--- src/rtl/core/bls_pkg.sv ---
package bls_pkg;

  // Width of the coordinate and color fields on the ports.
  localparam int FIELD_W = 16;

  // Internal coordinate width; coordinates wrap modulo 2**COORD_WIDTH.
  localparam int COORD_WIDTH = 16;
  localparam int TWICE_W     = COORD_WIDTH + 1;
  localparam int ERR_W       = COORD_WIDTH + 3;
  localparam int COUNT_W     = COORD_WIDTH + 1;

  // func codes
  localparam logic FUNC_START = 1'b0;
  localparam logic FUNC_STEP  = 1'b1;

  // Depth of the command queue between front and back.
  localparam int QUEUE_DEPTH = 2;
  localparam int QPTR_W      = $clog2(QUEUE_DEPTH);
  localparam int QCNT_W      = $clog2(QUEUE_DEPTH + 1);

  // Decoded command handed from the front to the back.
  typedef struct packed {
    logic                   is_start;
    logic [COORD_WIDTH-1:0] x0;
    logic [COORD_WIDTH-1:0] y0;
    logic [COORD_WIDTH-1:0] dx;
    logic [COORD_WIDTH-1:0] dy;
    logic                   x_dir_neg;
    logic                   y_dir_neg;
    logic                   x_major;
    logic [FIELD_W-1:0]     color;
  } cmd_t;

endpackage

--- src/rtl/core/bls_in_if.sv ---
interface bls_in_if import bls_pkg::*; ();
  logic               valid;
  logic               ready;
  logic               func;
  logic [FIELD_W-1:0] x_start;
  logic [FIELD_W-1:0] y_start;
  logic [FIELD_W-1:0] x_end;
  logic [FIELD_W-1:0] y_end;
  logic [FIELD_W-1:0] color;

  modport source (output valid, func, x_start, y_start, x_end, y_end, color, input ready);
  modport sink   (input valid, func, x_start, y_start, x_end, y_end, color, output ready);
endinterface

--- src/rtl/core/bls_out_if.sv ---
interface bls_out_if import bls_pkg::*; ();
  logic               valid;
  logic               ready;
  logic [FIELD_W-1:0] px;
  logic [FIELD_W-1:0] py;
  logic [FIELD_W-1:0] pixel_color;
  logic               last;

  modport source (output valid, px, py, pixel_color, last, input ready);
  modport sink   (input valid, px, py, pixel_color, last, output ready);
endinterface

--- src/rtl/core/bls_front.sv ---
module bls_front import bls_pkg::*; (
  input  logic     clk,
  input  logic     rst,
  bls_in_if.sink   in_ch,
  output logic     cmd_valid,
  input  logic     cmd_ready,
  output cmd_t     cmd
);

  logic                   x_neg, y_neg;
  logic [COORD_WIDTH-1:0] x0, y0, x1, y1, dx, dy;
  cmd_t                   cmd_next;

  assign in_ch.ready = !cmd_valid || cmd_ready;

  // Classify the word and work out the absolute spans for a start.
  always_comb begin
    x0    = in_ch.x_start[COORD_WIDTH-1:0];
    y0    = in_ch.y_start[COORD_WIDTH-1:0];
    x1    = in_ch.x_end[COORD_WIDTH-1:0];
    y1    = in_ch.y_end[COORD_WIDTH-1:0];
    x_neg = x1 < x0;
    y_neg = y1 < y0;
    dx    = x_neg ? (x0 - x1) : (x1 - x0);
    dy    = y_neg ? (y0 - y1) : (y1 - y0);
    cmd_next.is_start  = (in_ch.func == FUNC_START);
    cmd_next.x0        = x0;
    cmd_next.y0        = y0;
    cmd_next.dx        = dx;
    cmd_next.dy        = dy;
    cmd_next.x_dir_neg = x_neg;
    cmd_next.y_dir_neg = y_neg;
    cmd_next.x_major   = dx > dy;
    cmd_next.color     = in_ch.color;
  end

  always_ff @(posedge clk) begin
    if (rst) begin
      cmd_valid <= 1'b0;
    end else if (in_ch.ready) begin
      cmd_valid <= in_ch.valid;
    end
  end

  always_ff @(posedge clk) begin
    if (in_ch.valid && in_ch.ready) begin
      cmd <= cmd_next;
    end
  end

endmodule

--- src/rtl/core/bls_queue.sv ---
module bls_queue import bls_pkg::*; (
  input  logic clk,
  input  logic rst,
  input  logic push_valid,
  output logic push_ready,
  input  cmd_t push_cmd,
  output logic pop_valid,
  input  logic pop_ready,
  output cmd_t pop_cmd
);

  cmd_t              entries [QUEUE_DEPTH];
  logic [QPTR_W-1:0] wr_ptr, rd_ptr;
  logic [QCNT_W-1:0] count;
  logic              push, pop;

  assign push_ready = count < QCNT_W'(QUEUE_DEPTH);
  assign pop_valid  = count != '0;
  assign pop_cmd    = entries[rd_ptr];
  assign push       = push_valid && push_ready;
  assign pop        = pop_valid && pop_ready;

  always_ff @(posedge clk) begin
    if (rst) begin
      wr_ptr <= '0;
      rd_ptr <= '0;
      count  <= '0;
    end else begin
      if (push) begin
        wr_ptr <= (wr_ptr == QPTR_W'(QUEUE_DEPTH - 1)) ? '0 : wr_ptr + 1'b1;
      end
      if (pop) begin
        rd_ptr <= (rd_ptr == QPTR_W'(QUEUE_DEPTH - 1)) ? '0 : rd_ptr + 1'b1;
      end
      if (push && !pop) begin
        count <= count + 1'b1;
      end else if (pop && !push) begin
        count <= count - 1'b1;
      end
    end
  end

  always_ff @(posedge clk) begin
    if (push) begin
      entries[wr_ptr] <= push_cmd;
    end
  end

endmodule

--- src/rtl/core/bls_back.sv ---
module bls_back import bls_pkg::*; (
  input  logic      clk,
  input  logic      rst,
  input  logic      cmd_valid,
  output logic      cmd_ready,
  input  cmd_t      cmd,
  bls_out_if.source out_ch
);

  logic                     active;
  logic [COORD_WIDTH-1:0]   cur_x, cur_y;
  logic signed [ERR_W-1:0]  err_term;
  logic [TWICE_W-1:0]       twice_dx, twice_dy;
  logic                     x_dir_neg, y_dir_neg, x_major;
  logic [COUNT_W-1:0]       points_left;
  logic [FIELD_W-1:0]       line_color;

  logic                     out_free, take, take_start, take_step, emit;
  logic                     minor_move;
  logic [TWICE_W-1:0]       twice_major, twice_minor;
  logic [COORD_WIDTH-1:0]   d_major, d_minor;
  logic signed [ERR_W-1:0]  err_next, err_load;
  logic [COORD_WIDTH-1:0]   x_next, y_next;

  // Starts never need the output register; steps wait for room in it.
  assign out_free   = !out_ch.valid || out_ch.ready;
  assign cmd_ready  = cmd.is_start || out_free;
  assign take       = cmd_valid && cmd_ready;
  assign take_start = take && cmd.is_start;
  assign take_step  = take && !cmd.is_start;
  assign emit       = take_step && active;

  always_comb begin
    twice_major = x_major ? twice_dx : twice_dy;
    twice_minor = x_major ? twice_dy : twice_dx;
    minor_move  = !err_term[ERR_W-1];
    err_next    = err_term + $signed({2'b00, twice_minor})
                  - (minor_move ? $signed({2'b00, twice_major}) : '0);
    x_next      = cur_x;
    y_next      = cur_y;
    if (x_major || minor_move) begin
      x_next = x_dir_neg ? cur_x - 1'b1 : cur_x + 1'b1;
    end
    if (!x_major || minor_move) begin
      y_next = y_dir_neg ? cur_y - 1'b1 : cur_y + 1'b1;
    end
    d_major  = cmd.x_major ? cmd.dx : cmd.dy;
    d_minor  = cmd.x_major ? cmd.dy : cmd.dx;
    err_load = $signed({2'b00, d_minor, 1'b0}) - $signed({3'b000, d_major});
  end

  always_ff @(posedge clk) begin
    if (rst) begin
      active       <= 1'b0;
      cur_x        <= '0;
      cur_y        <= '0;
      err_term     <= '0;
      twice_dx     <= '0;
      twice_dy     <= '0;
      x_dir_neg    <= 1'b0;
      y_dir_neg    <= 1'b0;
      x_major      <= 1'b0;
      points_left  <= '0;
      line_color   <= '0;
      out_ch.valid <= 1'b0;
    end else begin
      if (take_start) begin
        active      <= 1'b1;
        cur_x       <= cmd.x0;
        cur_y       <= cmd.y0;
        err_term    <= err_load;
        twice_dx    <= {cmd.dx, 1'b0};
        twice_dy    <= {cmd.dy, 1'b0};
        x_dir_neg   <= cmd.x_dir_neg;
        y_dir_neg   <= cmd.y_dir_neg;
        x_major     <= cmd.x_major;
        points_left <= {1'b0, d_major} + 1'b1;
        line_color  <= cmd.color;
      end else if (emit) begin
        cur_x       <= x_next;
        cur_y       <= y_next;
        err_term    <= err_next;
        points_left <= points_left - 1'b1;
        if (points_left == COUNT_W'(1)) begin
          active <= 1'b0;
        end
      end
      if (emit) begin
        out_ch.valid <= 1'b1;
      end else if (out_ch.ready) begin
        out_ch.valid <= 1'b0;
      end
    end
  end

  always_ff @(posedge clk) begin
    if (emit) begin
      out_ch.px          <= FIELD_W'(cur_x);
      out_ch.py          <= FIELD_W'(cur_y);
      out_ch.pixel_color <= line_color;
      out_ch.last        <= (points_left == COUNT_W'(1));
    end
  end

  a_active_has_points: assert property (@(posedge clk) disable iff (rst)
    active |-> points_left != '0)
    else $error("active line with no points left");

  a_last_goes_idle: assert property (@(posedge clk) disable iff (rst)
    (emit && points_left == COUNT_W'(1)) |=> !active)
    else $error("line still active after its final pixel");

  a_emit_shows_word: assert property (@(posedge clk) disable iff (rst)
    emit |=> out_ch.valid)
    else $error("emitted pixel not presented on output");

endmodule

--- src/rtl/core/bresenham_line_stepper.sv ---
// Channel   Dir  Handshake      Payload
// in_ch     in   valid/ready    func, x_start, y_start, x_end, y_end, color
// out_ch    out  valid/ready    px, py, pixel_color, last
//
// One input word per cycle is taken unless a stall holds in_ch; each step word
// on an active line gives one pixel, so a line streams at one pixel per clock
// while out_ch is ready. A step word's pixel passes the front register,
// the command queue and the back stepper with its output register.
// The back stepper takes a step whenever its output register has room.
// rst is synchronous, active high, and leaves the block idle with an empty queue.
// A stall on out_ch backs up through the queue; in_ch keeps taking words until
// the front register and the two-entry queue are full.
module bresenham_line_stepper import bls_pkg::*; (
  input  logic      clk,
  input  logic      rst,
  bls_in_if.sink    in_ch,
  bls_out_if.source out_ch
);

  // Front -> queue
  logic front_valid, front_ready;
  cmd_t front_cmd;

  // Queue -> back
  logic back_valid, back_ready;
  cmd_t back_cmd;

  // Accept words and decode starts into spans, directions and the major axis.
  bls_front u_front (
    .clk       (clk),
    .rst       (rst),
    .in_ch     (in_ch),
    .cmd_valid (front_valid),
    .cmd_ready (front_ready),
    .cmd       (front_cmd)
  );

  // Hold decoded commands so the front keeps accepting while the output stalls.
  bls_queue u_queue (
    .clk        (clk),
    .rst        (rst),
    .push_valid (front_valid),
    .push_ready (front_ready),
    .push_cmd   (front_cmd),
    .pop_valid  (back_valid),
    .pop_ready  (back_ready),
    .pop_cmd    (back_cmd)
  );

  // Run the line: load on start, emit and advance on each step, drop idle steps.
  bls_back u_back (
    .clk       (clk),
    .rst       (rst),
    .cmd_valid (back_valid),
    .cmd_ready (back_ready),
    .cmd       (back_cmd),
    .out_ch    (out_ch)
  );

endmodule

--- src/flat_wrapper.sv ---
// flat-port wrapper written by rule: the top's interface ports become plain ports
module bresenham_line_stepper_flat import bls_pkg::*;
  (clk, rst, in_ch_valid, in_ch_func, in_ch_x_start, in_ch_y_start, in_ch_x_end, in_ch_y_end, in_ch_color, in_ch_ready, out_ch_valid, out_ch_px, out_ch_py, out_ch_pixel_color, out_ch_last, out_ch_ready);
  bls_in_if in_ch_i ();
  bls_out_if out_ch_i ();
  input  logic clk;
  input  logic rst;
  input wire logic [$bits(in_ch_i.valid)-1:0] in_ch_valid;
  input wire logic [$bits(in_ch_i.func)-1:0] in_ch_func;
  input wire logic [$bits(in_ch_i.x_start)-1:0] in_ch_x_start;
  input wire logic [$bits(in_ch_i.y_start)-1:0] in_ch_y_start;
  input wire logic [$bits(in_ch_i.x_end)-1:0] in_ch_x_end;
  input wire logic [$bits(in_ch_i.y_end)-1:0] in_ch_y_end;
  input wire logic [$bits(in_ch_i.color)-1:0] in_ch_color;
  output wire logic [$bits(in_ch_i.ready)-1:0] in_ch_ready;
  output wire logic [$bits(out_ch_i.valid)-1:0] out_ch_valid;
  output wire logic [$bits(out_ch_i.px)-1:0] out_ch_px;
  output wire logic [$bits(out_ch_i.py)-1:0] out_ch_py;
  output wire logic [$bits(out_ch_i.pixel_color)-1:0] out_ch_pixel_color;
  output wire logic [$bits(out_ch_i.last)-1:0] out_ch_last;
  input wire logic [$bits(out_ch_i.ready)-1:0] out_ch_ready;
  assign in_ch_i.valid = in_ch_valid;
  assign in_ch_i.func = in_ch_func;
  assign in_ch_i.x_start = in_ch_x_start;
  assign in_ch_i.y_start = in_ch_y_start;
  assign in_ch_i.x_end = in_ch_x_end;
  assign in_ch_i.y_end = in_ch_y_end;
  assign in_ch_i.color = in_ch_color;
  assign in_ch_ready = in_ch_i.ready;
  assign out_ch_valid = out_ch_i.valid;
  assign out_ch_px = out_ch_i.px;
  assign out_ch_py = out_ch_i.py;
  assign out_ch_pixel_color = out_ch_i.pixel_color;
  assign out_ch_last = out_ch_i.last;
  assign out_ch_i.ready = out_ch_ready;
  bresenham_line_stepper u_core (.clk(clk), .rst(rst), .in_ch(in_ch_i), .out_ch(out_ch_i));
endmodule
--- config.mk ---
export PLATFORM = sky130hd
export DESIGN_NAME = bresenham_line_stepper_flat
export DESIGN_NICKNAME = d
export VERILOG_FILES = /design/src/rtl/core/bls_pkg.sv /design/src/rtl/core/bls_in_if.sv /design/src/rtl/core/bls_out_if.sv /design/src/rtl/core/bls_front.sv /design/src/rtl/core/bls_queue.sv /design/src/rtl/core/bls_back.sv /design/src/rtl/core/bresenham_line_stepper.sv /design/src/flat_wrapper.sv
export SDC_FILE = /design/constraint.sdc
export NUM_CORES = 1
export LEC_CHECK = 0
export BUFFER_PORTS_ARGS = -buffer_cell sky130_fd_sc_hd__buf_2
export CAP_MARGIN = 10
export CORE_AREA = 2 2 200 202
export CTS_BUF_LIST = sky130_fd_sc_hd__clkbuf_8 sky130_fd_sc_hd__clkbuf_16
export DETAILED_ROUTE_END_ITERATION = 6
export DIE_AREA = 0 0 202 204
export PLACE_DENSITY_LB_ADDON = 0.15
export SETUP_SLACK_MARGIN = 0.15
export SLEW_MARGIN = 20
export SYNTH_ARGS = -nofsm -noshare
export SYNTH_HDL_FRONTEND = slang
export SYNTH_HIERARCHICAL = 1
export SYNTH_SLANG_ARGS = --single-unit
--- constraint.sdc ---
create_clock -name clk -period 9.4 [get_ports clk]
set_input_delay 0.94 -clock clk [delete_from_list [all_inputs] [get_ports clk]]
set_output_delay 0.94 -clock clk [all_outputs]
set_load 0.1 [all_outputs]
==> impl_metrics.tcl, run 1 <==
set metrics [dict create \
    synth_edf_count 301 \
    ys_seq_area_share_pct 50.1 \
    period_share_pct 49.5 \
    grt_pass1_vias 15800 \
    root_buffer "clkbuf_16" \
    use_met2_pct 42.0 \
    initial_core_util_pct 58.9 \
    multi_input_area_um2 10500 \
    rows 73 \
    synth-compound-area-share_pct 14.6 \
    powerDensity_nw_per_um2 317 \
    min_period_ps 4650 \
    synthAdderAreaFrac_pct 9.72 \
    top_usage_layer "met2" \
    area_growth_pct 11.0 \
    die_w_um 202 \
    fmax_ghz 0.215 \
    numCtsBuffers 45 \
    async_reset_ff_share_pct 0 \
    rsz0062_at_grt "no" \
    synth_warnings 6 \
    synth_cell_type_count 96 \
    r2r-end "u_core/u_back/err_term[16]" \
    reg2reg_slack_ps 4750 \
    dr.pass1.iters 7 \
    crit_fanout 43 \
    ff_latch_area_um2 11600 \
    utilization_pct 65.4 \
    ys_ff_latch 427 \
    r2r_cells 13 \
    track_usage_pct 26.0 \
    clkLatencyLatePin_ps 590 \
    drc 0 \
    synthTopCellsByCount "edfxtp_1 (301), a21oi_1 (194), nand2_1 (189)" \
    worstSetupPathType "flop to flop" \
    synth_simple_gate_area_share_pct 9.64 \
    synthesis.instances 2105 \
    synthXorXnorAreaFrac_pct 3.75 \
    n_fill_cell 3000 \
    routed_wl_mm 53.7 \
    die_y_um 204 \
    grt-ovfl-total 0 \
    ant_nets 0 \
    min_path_type "flop to flop" \
    hold_depth 0 \
    die_area_um2 41200 \
    syn_area_per_cell_um2 11.0 \
    layout.cells.non_filler 2773 \
    drt_iter0_markers 1365 \
    antenna_found_initial 1 \
    synthesis.area_um2 23100 \
    core_region_area_um2 39200 \
    whs_endpoint "u_core/u_queue/entries[1][25]" \
    io_buffers 135 \
    finalSetupViolCount 0 \
    cts_setup_buffers 0 \
    critPathLaunchType "flop" \
    end_kind "flop" \
    wire_per_inst_um 19.4 \
    fin_setup_tns_ps 0 \
    numClockSinks 427 \
    cap_violations 0 \
    num_antenna_cells 0 \
    htree_levels 2 \
    cp_data_arrival_time_ps 5160 \
    relSlewSlack_pct 28.8 \
    synth.largest_area_cell "edfxtp_1" \
    ios 136 \
    cts.clk_slew.worst_paths_ps 60 \
    synth.top_cell.area_share_pct 39.2 \
    hold_buffers 0 \
    gp_congestion 0.872 \
    finalMaxSlewViolations 0 \
    cts_buffer_depth 3 \
    dp.cells 2689 \
    synth.top_cells.by_area "edfxtp_1 (39%), dfxtp_1 (11%), ha_1 (7.6%)" \
    met3_usage_pct 4.10 \
    status "finished, final reports clean" \
    grt_util_met1_pct 36.7 \
    leakagePower_nw 10.0 \
    required_ps 9900 \
    worstHoldStart "u_core/u_front/cmd[25]" \
    cts_tree "done" \
    synth_top_family_by_area "compound AO/OA/AOI/OAI gates" \
    drive_above_1_share_pct 16.6 \
    syn_nets 2355 \
    ys.flop_type "edfxtp_1" \
    synth.most_common_cell "edfxtp_1" \
    ctsResizeCount 0 \
    tightest_slew_ps 1070 \
    grt_max_degree 89 \
    place_hpwl_mm 37.5 \
    synth.area.mux_share_pct 7.73 \
    vias 16300 \
    fin_worst_skew_ps 28.7 \
    vias_per_cell 5.87 \
    grt_pass1_wl_mm 84.4 \
    irDropWorstVdd_mv 0.160 \
    finalHoldViolCount 0 \
    nets 2461 \
]
==> routing by layer <==
layer  wire length, um  share of wire (%)  vias up
met5                 0                  0        -
met2             25000                 46      509
met1             24400                 45     7860
met3              3270                6.1       63
li1                  -                  -     7835
met4              1050                1.9        0
==> critical path, cell delays in order (launching register included) <==
cell and delay (ps):
dfxtp_4 770, buf_4 610, mux2_2 480, mux2i_2 290, inv_1 130, fa_1 420
and2b_1 230, o31a_2 150, nor4_1 70, o31ai_1 570, a21oi_1 230, o211ai_1 200
o31ai_1 120, nor4_1 230
==> power by group <==
group	switching, mW	internal (mW)
clock network	0.736	1.06
registers	0.259	2.39
logic	2.20	1.48
total	3.20	4.93
==> worst max-delay path by stage <==
| stage | start | endpoint | cells past startpoint |
|---|---|---|---|
| floorplan | u_core/u_queue/count[1] | u_core/u_queue/entries[0][0] | 2 |
| global placement | in_ch_x_end[0] | u_core/u_front/cmd[16] | 19 |
| detailed placement | in_ch_x_end[0] | u_core/u_front/cmd[16] | 19 |
| CTS | flop | u_core/u_back/err_term[16] | 13 |
| global route | flop | u_core/u_back/err_term[16] | 13 |
| finish | flop | u_core/u_back/err_term[16] | 13 |
==> cells in the final DEF (no fill, tap or decap), types with 10 or more instances in the layout <==
| cell type | count |
|---|---|
| edfxtp_1 | 301 |
| a21oi_1 | 193 |
| nand2_1 | 188 |
| inv_1 | 168 |
| nor2_1 | 142 |
| ha_1 | 141 |
| buf_2 | 134 |
| dfxtp_1 | 124 |
| mux2_2 | 99 |
| o21ai_0 | 86 |
| mux2i_1 | 63 |
| xnor2_1 | 54 |
| clkbuf_16 | 45 |
| xor2_1 | 43 |
| a21o_1 | 36 |
| nor3_1 | 31 |
| a211oi_1 | 28 |
| fa_1 | 24 |
| nand3_1 | 21 |
| nor2b_1 | 19 |
| nand2b_1 | 15 |
| o21a_1 | 15 |
| o21ai_1 | 15 |
| a2111oi_0 | 15 |
| buf_4 | 14 |
| nand4_1 | 14 |
| a31oi_1 | 12 |
| o22ai_1 | 11 |
| nor4_1 | 10 |
==> area by class of cell <==
type | instances | share of cell area (%)
well taps | 525 | 2.56
inverters | 156 | 2.30
repair buffers | 148 | 3.03
flip-flops and latches | 427 | 45.2
multi-input cells | 1433 | 41.1
clock inverters | 36 | 1.31
clock buffers | 48 | 4.56
==> sequential cells by signal, summed over array words and instances, names as in the netlist, 17 cells and up, named ones only <==
signal / cells
u_core/u_back/points_left: 17
u_core/u_front/cmd: 84
u_core/u_back/err_term: 18
u_core/u_queue/entries: 168
==> logic make-up after synthesis <==
| family | Yosys count |
|---|---|
| AOI/OAI and AO/OA | 517 |
| and+or+nand+nor | 488 |
| DFF | 427 |
| buffers and inverters | 245 |
| muxes | 165 |
| adders and majority gates | 165 |
| xor gates and xnor gates | 98 |
==> metrics by stage <==
step | setup WS [ps] | total power, mW | instance area, um^2 | hold WS, ps
after floorplan | 4570 | 5.48 | 23100 | 408
after global placement | 4340 | 6.19 | 24100 | 412
after detailed placement | 4270 | 6.29 | 24100 | 416
after CTS | 4790 | 8.13 | 25600 | 428
after global routing | 4520 | 8.65 | 25600 | 442
final | 4750 | 8.13 | 25600 | 430
Power figures use the tool's default switching activity.
==> run 2: changes to the inputs <==
clock period = 4.6 ns   (was 9.4 ns; I/O delays follow)
==> run 2 against run 1 <==
  * Utilization up 0.64 points
  * Fmax up 19%
  * Final area rose by 0.99%
  * Largest cell class unchanged
==> impl_metrics.tcl, run 2 (synthesized netlist as in run 1, its figures left out) <==
set metrics [dict create \
    finalPower_mw 16.8 \
    track_usage_pct 25.9 \
    cp_data_arrival_time_ps 4310 \
    min_path_type "input port to flop" \
    period_share_pct 84.9 \
    cap_violations 0 \
    critPathMostFrequentCell "a21oi_1" \
    finalHoldViolCount 0 \
    layout.cells.non_filler 2790 \
    min_period_ps 3910 \
    vias_per_cell 5.79 \
    nets 2476 \
    critPathLaunchType "flop" \
    worstSetupPathType "flop to flop" \
    required_ps 5000 \
    vias 16100 \
    grt-ovfl-total 0 \
    finalSetupViolCount 0 \
    ios 136 \
    status "finished, final reports clean" \
    slowest_stage "dfxtp_2" \
    irDropWorstVdd_mv 0.303 \
    worstPathCellList "buf_4 > mux2i_1 > nor2_1 > fa_1 > inv_1 > ha_1 > a2111oi_0 > a21oi_1 > and2_1 > nor3_1 > o31ai_1 > xor2_1 > a21oi_1 > a211oi_1" \
    drc 0 \
    initial_core_util_pct 58.9 \
    dr.pass1.iters 5 \
    ctsResizeCount 0 \
    final_common_cell "edfxtp_1" \
    max_stage_delay_ps 660 \
    io_buffers 135 \
    crit_fanout 19 \
    rows 73 \
    die_w_um 202 \
    hold_buffers 0 \
    clkLatencyLatePin_ps 580 \
    core_region_area_um2 39200 \
    routed_wl_mm 52.9 \
    reg2reg_slack_ps 690 \
    cts_tree "done" \
    root_buffer "clkbuf_16" \
    finalMaxSlewViolations 0 \
    drive_above_1_share_pct 17.3 \
    fmax_ghz 0.256 \
    gp_congestion 0.903 \
    largestRegisters "u_core/u_queue/entries x168, u_core/u_front/cmd x84, u_core/u_back/err_term x18" \
    relSlewSlack_pct 30.8 \
    grt_pass1_vias 15700 \
    numCtsBuffers 46 \
    ant_nets 0 \
    powerDensity_nw_per_um2 651 \
    rsz0062_at_grt "no" \
    htree_levels 2 \
    grt_pass1_wl_mm 83.9 \
    cts_buffer_depth 3 \
    numClockSinks 427 \
    wire_per_inst_um 19.0 \
    cts.clk_slew.worst_paths_ps 60 \
    leakagePower_nw 10.1 \
    largest_register_ffs 168 \
    largest_register "u_core/u_queue/entries" \
    place_hpwl_mm 37.4 \
    utilization_pct 66.0 \
    dp.cells 2703 \
    die_area_um2 41200 \
    antenna_found_initial 2 \
    die_y_um 204 \
    drt_iter0_markers 1117 \
    mostFrequentLayoutCells "edfxtp_1 (301), a21oi_1 (194), nand2_1 (188)" \
    end_kind "flop" \
    cts_setup_buffers 0 \
    area_growth_pct 12.1 \
    fin_worst_skew_ps 15.5 \
    tightest_slew_ps 1040 \
    grt_max_degree 94 \
    fin_setup_tns_ps 0 \
]
## run 2: worst max-delay path: cells and delay by family (launching register included)
family                     cells  cell delay, ps
AOI/OAI and AO/OA              5             970
adders and majority gates      2             720
DFF                            1             660
and+or+nand+nor                3             540
buffers and inverters          2             440
muxes                          1             230
xor gates and xnor gates       1             150
## run 2: final timing paths
path	startpoint	to	cells after the start
setup / recovery	u_core/u_back/x_major	u_core/u_back/err_term[17]	14
hold reg to reg	u_core/u_back/line_color[6]	u_core/u_back/out_ch.pixel_color[6]	0
hold / removal	in_ch_color[15]	u_core/u_front/cmd[15]	1
setup reg to reg	u_core/u_back/x_major	u_core/u_back/err_term[17]	14
## run 2: per-stage QoR
stage / worst slack (ps) / area (um^2) / hold slack (ps)
after floorplan: 545 / 23100 / 408
after global placement: 502 / 24300 / 412
after detailed placement: 431 / 24300 / 419
after CTS: 749 / 25900 / 27.2
after global routing: 457 / 25900 / 38.0
final: 695 / 25900 / 57.8
## run 2: final cells by class
type                       count  area (um^2)
fill                        3041        13300
sequential                   427        11600
multi-input combinational   1433        10500
clock buffer                  51         1230
timing repair buffer         162          931
tap                          525          657
inverter                     156          589
clock inverter                35          373
antenna                        1         2.50
## run 2: per-layer routing
| metal | routed length (um) | up-vias | part of all wire [%] | track usage [%] |
|---|---|---|---|---|
| li1 | - | 7865 | - | - |
| met1 | 24700 | 7737 | 47 | 37.2 |
| met2 | 24200 | 455 | 46 | 41.3 |
| met3 | 2770 | 88 | 5.2 | 3.20 |
| met4 | 1250 | 0 | 2.4 | 7.93 |
| met5 | 0 | - | 0 | 0 |
## run 2: report_power, final
| part | internal (mW) | switching, mW | leakage, nW | total (mW) |
|---|---|---|---|---|
| clock network | 2.33 | 1.52 | 0.816 | 3.85 |
| logic | 3.09 | 4.58 | 5.48 | 7.67 |
| registers | 4.87 | 0.460 | 3.84 | 5.33 |
==> run 3: changes to the inputs <==
CORE_AREA = 2 2 207 209   (was 2 2 200 202)
DIE_AREA = 0 0 209 211   (was 0 0 202 204)
clock period = 3.2 ns   (was 4.6 ns; I/O delays follow)
==> run 3 against run 2 <==
  * Clock power rose by 31%
  * Largest power group unchanged
  * Global-route usage rose by 0.34 points
  * Sequential share of layout area fell by 4.5 points
  * Worst setup slack got worse by 900 ps
  * Via count rose by 8.8%
  * Die area rose by 7.0%
  * Non-clock buffer count rose by 292
  * Critical path depth rose by 1
  * Critical path type unchanged
  * Clock-buffer cell count fell by 1
  * Largest cell class unchanged
  * The flow now finishes with violations (setup timing)
==> impl_metrics.tcl, run 3 (synthesized netlist as in run 1, its figures left out) <==
set metrics [dict create \
    cp_data_arrival_time_ps 3890 \
    powerDensity_nw_per_um2 953 \
    r2r_cells 15 \
    numClockSinks 427 \
    crit_fanout 6 \
    required_ps 3680 \
    cap_violations 0 \
    clkLatencyLatePin_ps 570 \
    min_period_ps 3400 \
    dr.pass1.iters 5 \
    n_fill_cell 3089 \
    grt_pass1_wl_mm 90.7 \
    largest_register "u_core/u_queue/entries" \
    p_sw_mw 10.7 \
    critPathLaunchType "flop" \
    fmax_ghz 0.294 \
    min_path_type "input port to flop" \
    worstSetupPathType "flop to flop" \
    die_y_um 211 \
    finalPower_mw 27.4 \
    period_share_pct 106 \
    mostFrequentLayoutCells "edfxtp_1 (301), buf_4 (276), nand2_1 (186)" \
    routed_wl_mm 58.3 \
    track_usage_pct 26.2 \
    clock_power_share_pct 18.4 \
    timing.final.ws_setup_ps -201 \
    rsz0062_at_grt "yes" \
    grt_pass1_vias 17200 \
    grt-ovfl-total 0 \
    cts_tree "done" \
    slowest_stage "fa_1" \
    status "finished with violations" \
    dp.cells 2956 \
    initial_core_util_pct 55.3 \
    vias_per_cell 5.68 \
    hold_ws_ps 35.6 \
    power_frac_comb_pct 53.9 \
    cts_buffer_depth 3 \
    num_antenna_cells 0 \
    root_buffer "clkbuf_16" \
    finalSetupViolCount 7 \
    rows 75 \
    end_kind "flop" \
    drt_iter0_markers 1228 \
    drc 0 \
    r2r-end "u_core/u_back/err_term[17]" \
    ios 136 \
    core_region_area_um2 41800 \
    hold_depth 2 \
    drive_above_1_share_pct 29.1 \
    tightest_slew_ps 1040 \
    io_buffers 135 \
    worstHoldStart "in_ch_x_start[10]" \
    sw_frac_of_total_pct 39.0 \
    internal_power_mw 16.7 \
    fin_worst_skew_ps 16.5 \
    largest_register_ffs 168 \
    pwr-share-seq_pct 27.7 \
    wire_per_inst_um 18.9 \
    nets 2767 \
    vias 17600 \
    whs_endpoint "u_core/u_front/cmd[77]" \
    die_w_um 209 \
    gp_congestion 0.910 \
    area_growth_pct 24.5 \
    cts.clk_slew.worst_paths_ps 60 \
    ant_nets 0 \
    htree_levels 2 \
    finalMaxSlewViolations 0 \
    worstPathCellList "buf_12 > buf_8 > mux2i_2 > fa_1 > buf_6 > fa_2 > nor2b_4 > o31a_1 > buf_4 > o2111a_2 > nor3_4 > o31ai_2 > xor2_1 > a21oi_1 > a211oi_1" \
    layout.cells.non_filler 3091 \
    max_stage_delay_ps 470 \
    die_area_um2 44100 \
    antenna_found_initial 5 \
    place_hpwl_mm 42.4 \
    leakagePower_nw 11.7 \
    numCtsBuffers 44 \
    relSlewSlack_pct 30.9 \
    largestRegisters "u_core/u_queue/entries x168, u_core/u_front/cmd x84, u_core/u_back/err_term x18" \
    r2r_start "u_core/u_back/x_major" \
    final_common_cell "edfxtp_1" \
    irDropWorstVdd_mv 0.592 \
    violations "setup timing" \
    reg2reg_slack_ps -200 \
    finalHoldViolCount 0 \
    grt_max_degree 86 \
]
==> run 3: changes by cell type in the layout (fill, tap and decap cells not counted), moves of 13 or more <==
cell,before,now
buf_6,0,13
dlygate4sd3_1,0,19
mux2_4,1,17
mux2_2,99,85
a21oi_1,194,181
buf_4,24,276
==> run 3: timing repair <==
action / CTS / global route
pin swaps: 15 / 29
gates resized for setup: 51 / 70
hold endpoints to repair: 19 / 0
cloned: 1 / 2
setup endpoints to repair: 13 / 21
hold buffers: 19 / 0
setup buffers: 18 / 14
==> run 3: worst max-delay path by stage <==
stage | from | to | slack (ps) | cells after the start
3_5_place_dp | in_ch_x_end[0] | u_core/u_front/cmd[16] | -560 | 20
6_report | u_core/u_back/x_major | u_core/u_back/err_term[17] | -200 | 15
5_1_grt | u_core/u_back/x_major | u_core/u_back/err_term[17] | -340 | 15
4_1_cts | u_core/u_back/x_major | u_core/u_back/err_term[11] | -90 | 15
2_1_floorplan | flop | u_core/u_back/err_term[14] | -370 | 17
3_3_place_gp | in_ch_x_end[0] | u_core/u_front/cmd[16] | -450 | 20
==> run 3: layout make-up <==
cell class	count	area (um^2)	area share, %
sequential	427	11600	40.2
multi-input combinational	1434	11100	38.6
timing repair buffer	454	3350	11.7
clock buffer	50	1190	4.16
tap	539	674	2.35
inverter	156	619	2.15
clock inverter	31	245	0.853
==> run 3: power by group through the flow <==
| stage | Combinational (mW) | Clock [mW] | Sequential, mW |
|---|---|---|---|
| floorplan | 8.52 | 0 | 7.80 |
| global placement | 12.3 | 0 | 7.63 |
| detailed placement | 12.6 | 0 | 7.68 |
| CTS | 13.5 | 5.13 | 7.56 |
| global route | 16.0 | 5.34 | 7.67 |
| finish | 14.8 | 5.05 | 7.58 |
==> run 3: critical path, delay by kind of cell, from the launching register on <==
family / cells / cell delay [ps]
AOI/OAI and AO/OA: 5 / 980
adders and majority gates: 2 / 880
buffers and inverters: 4 / 510
DFF: 1 / 370
muxes: 1 / 210
and+or+nand+nor: 2 / 190
xor gates and xnor gates: 1 / 160
==> run 3: per-layer routing <==
| layer | vias to the layer above | wire length [um] | GRT usage, % |
|---|---|---|---|
| met1 | 8483 | 25700 | 35.7 |
| li1 | 8454 | - | - |
| met3 | 115 | 3310 | 3.84 |
| met5 | - | 30 | 0 |
| met4 | 4 | 1820 | 9.36 |
| met2 | 508 | 27400 | 43.1 |
==> run 3: through the flow <==
step	instance area, um^2	utilization (%)	setup TNS (ps)	setup WS (ps)
after global placement	26300	63.0	-1210	-447
final	28800	68.8	-792	-201
after CTS	28300	67.8	-323	-88.7
after global routing	28800	68.8	-1890	-338
after floorplan	23300	-	-2030	-371
after detailed placement	26300	63.0	-1850	-561
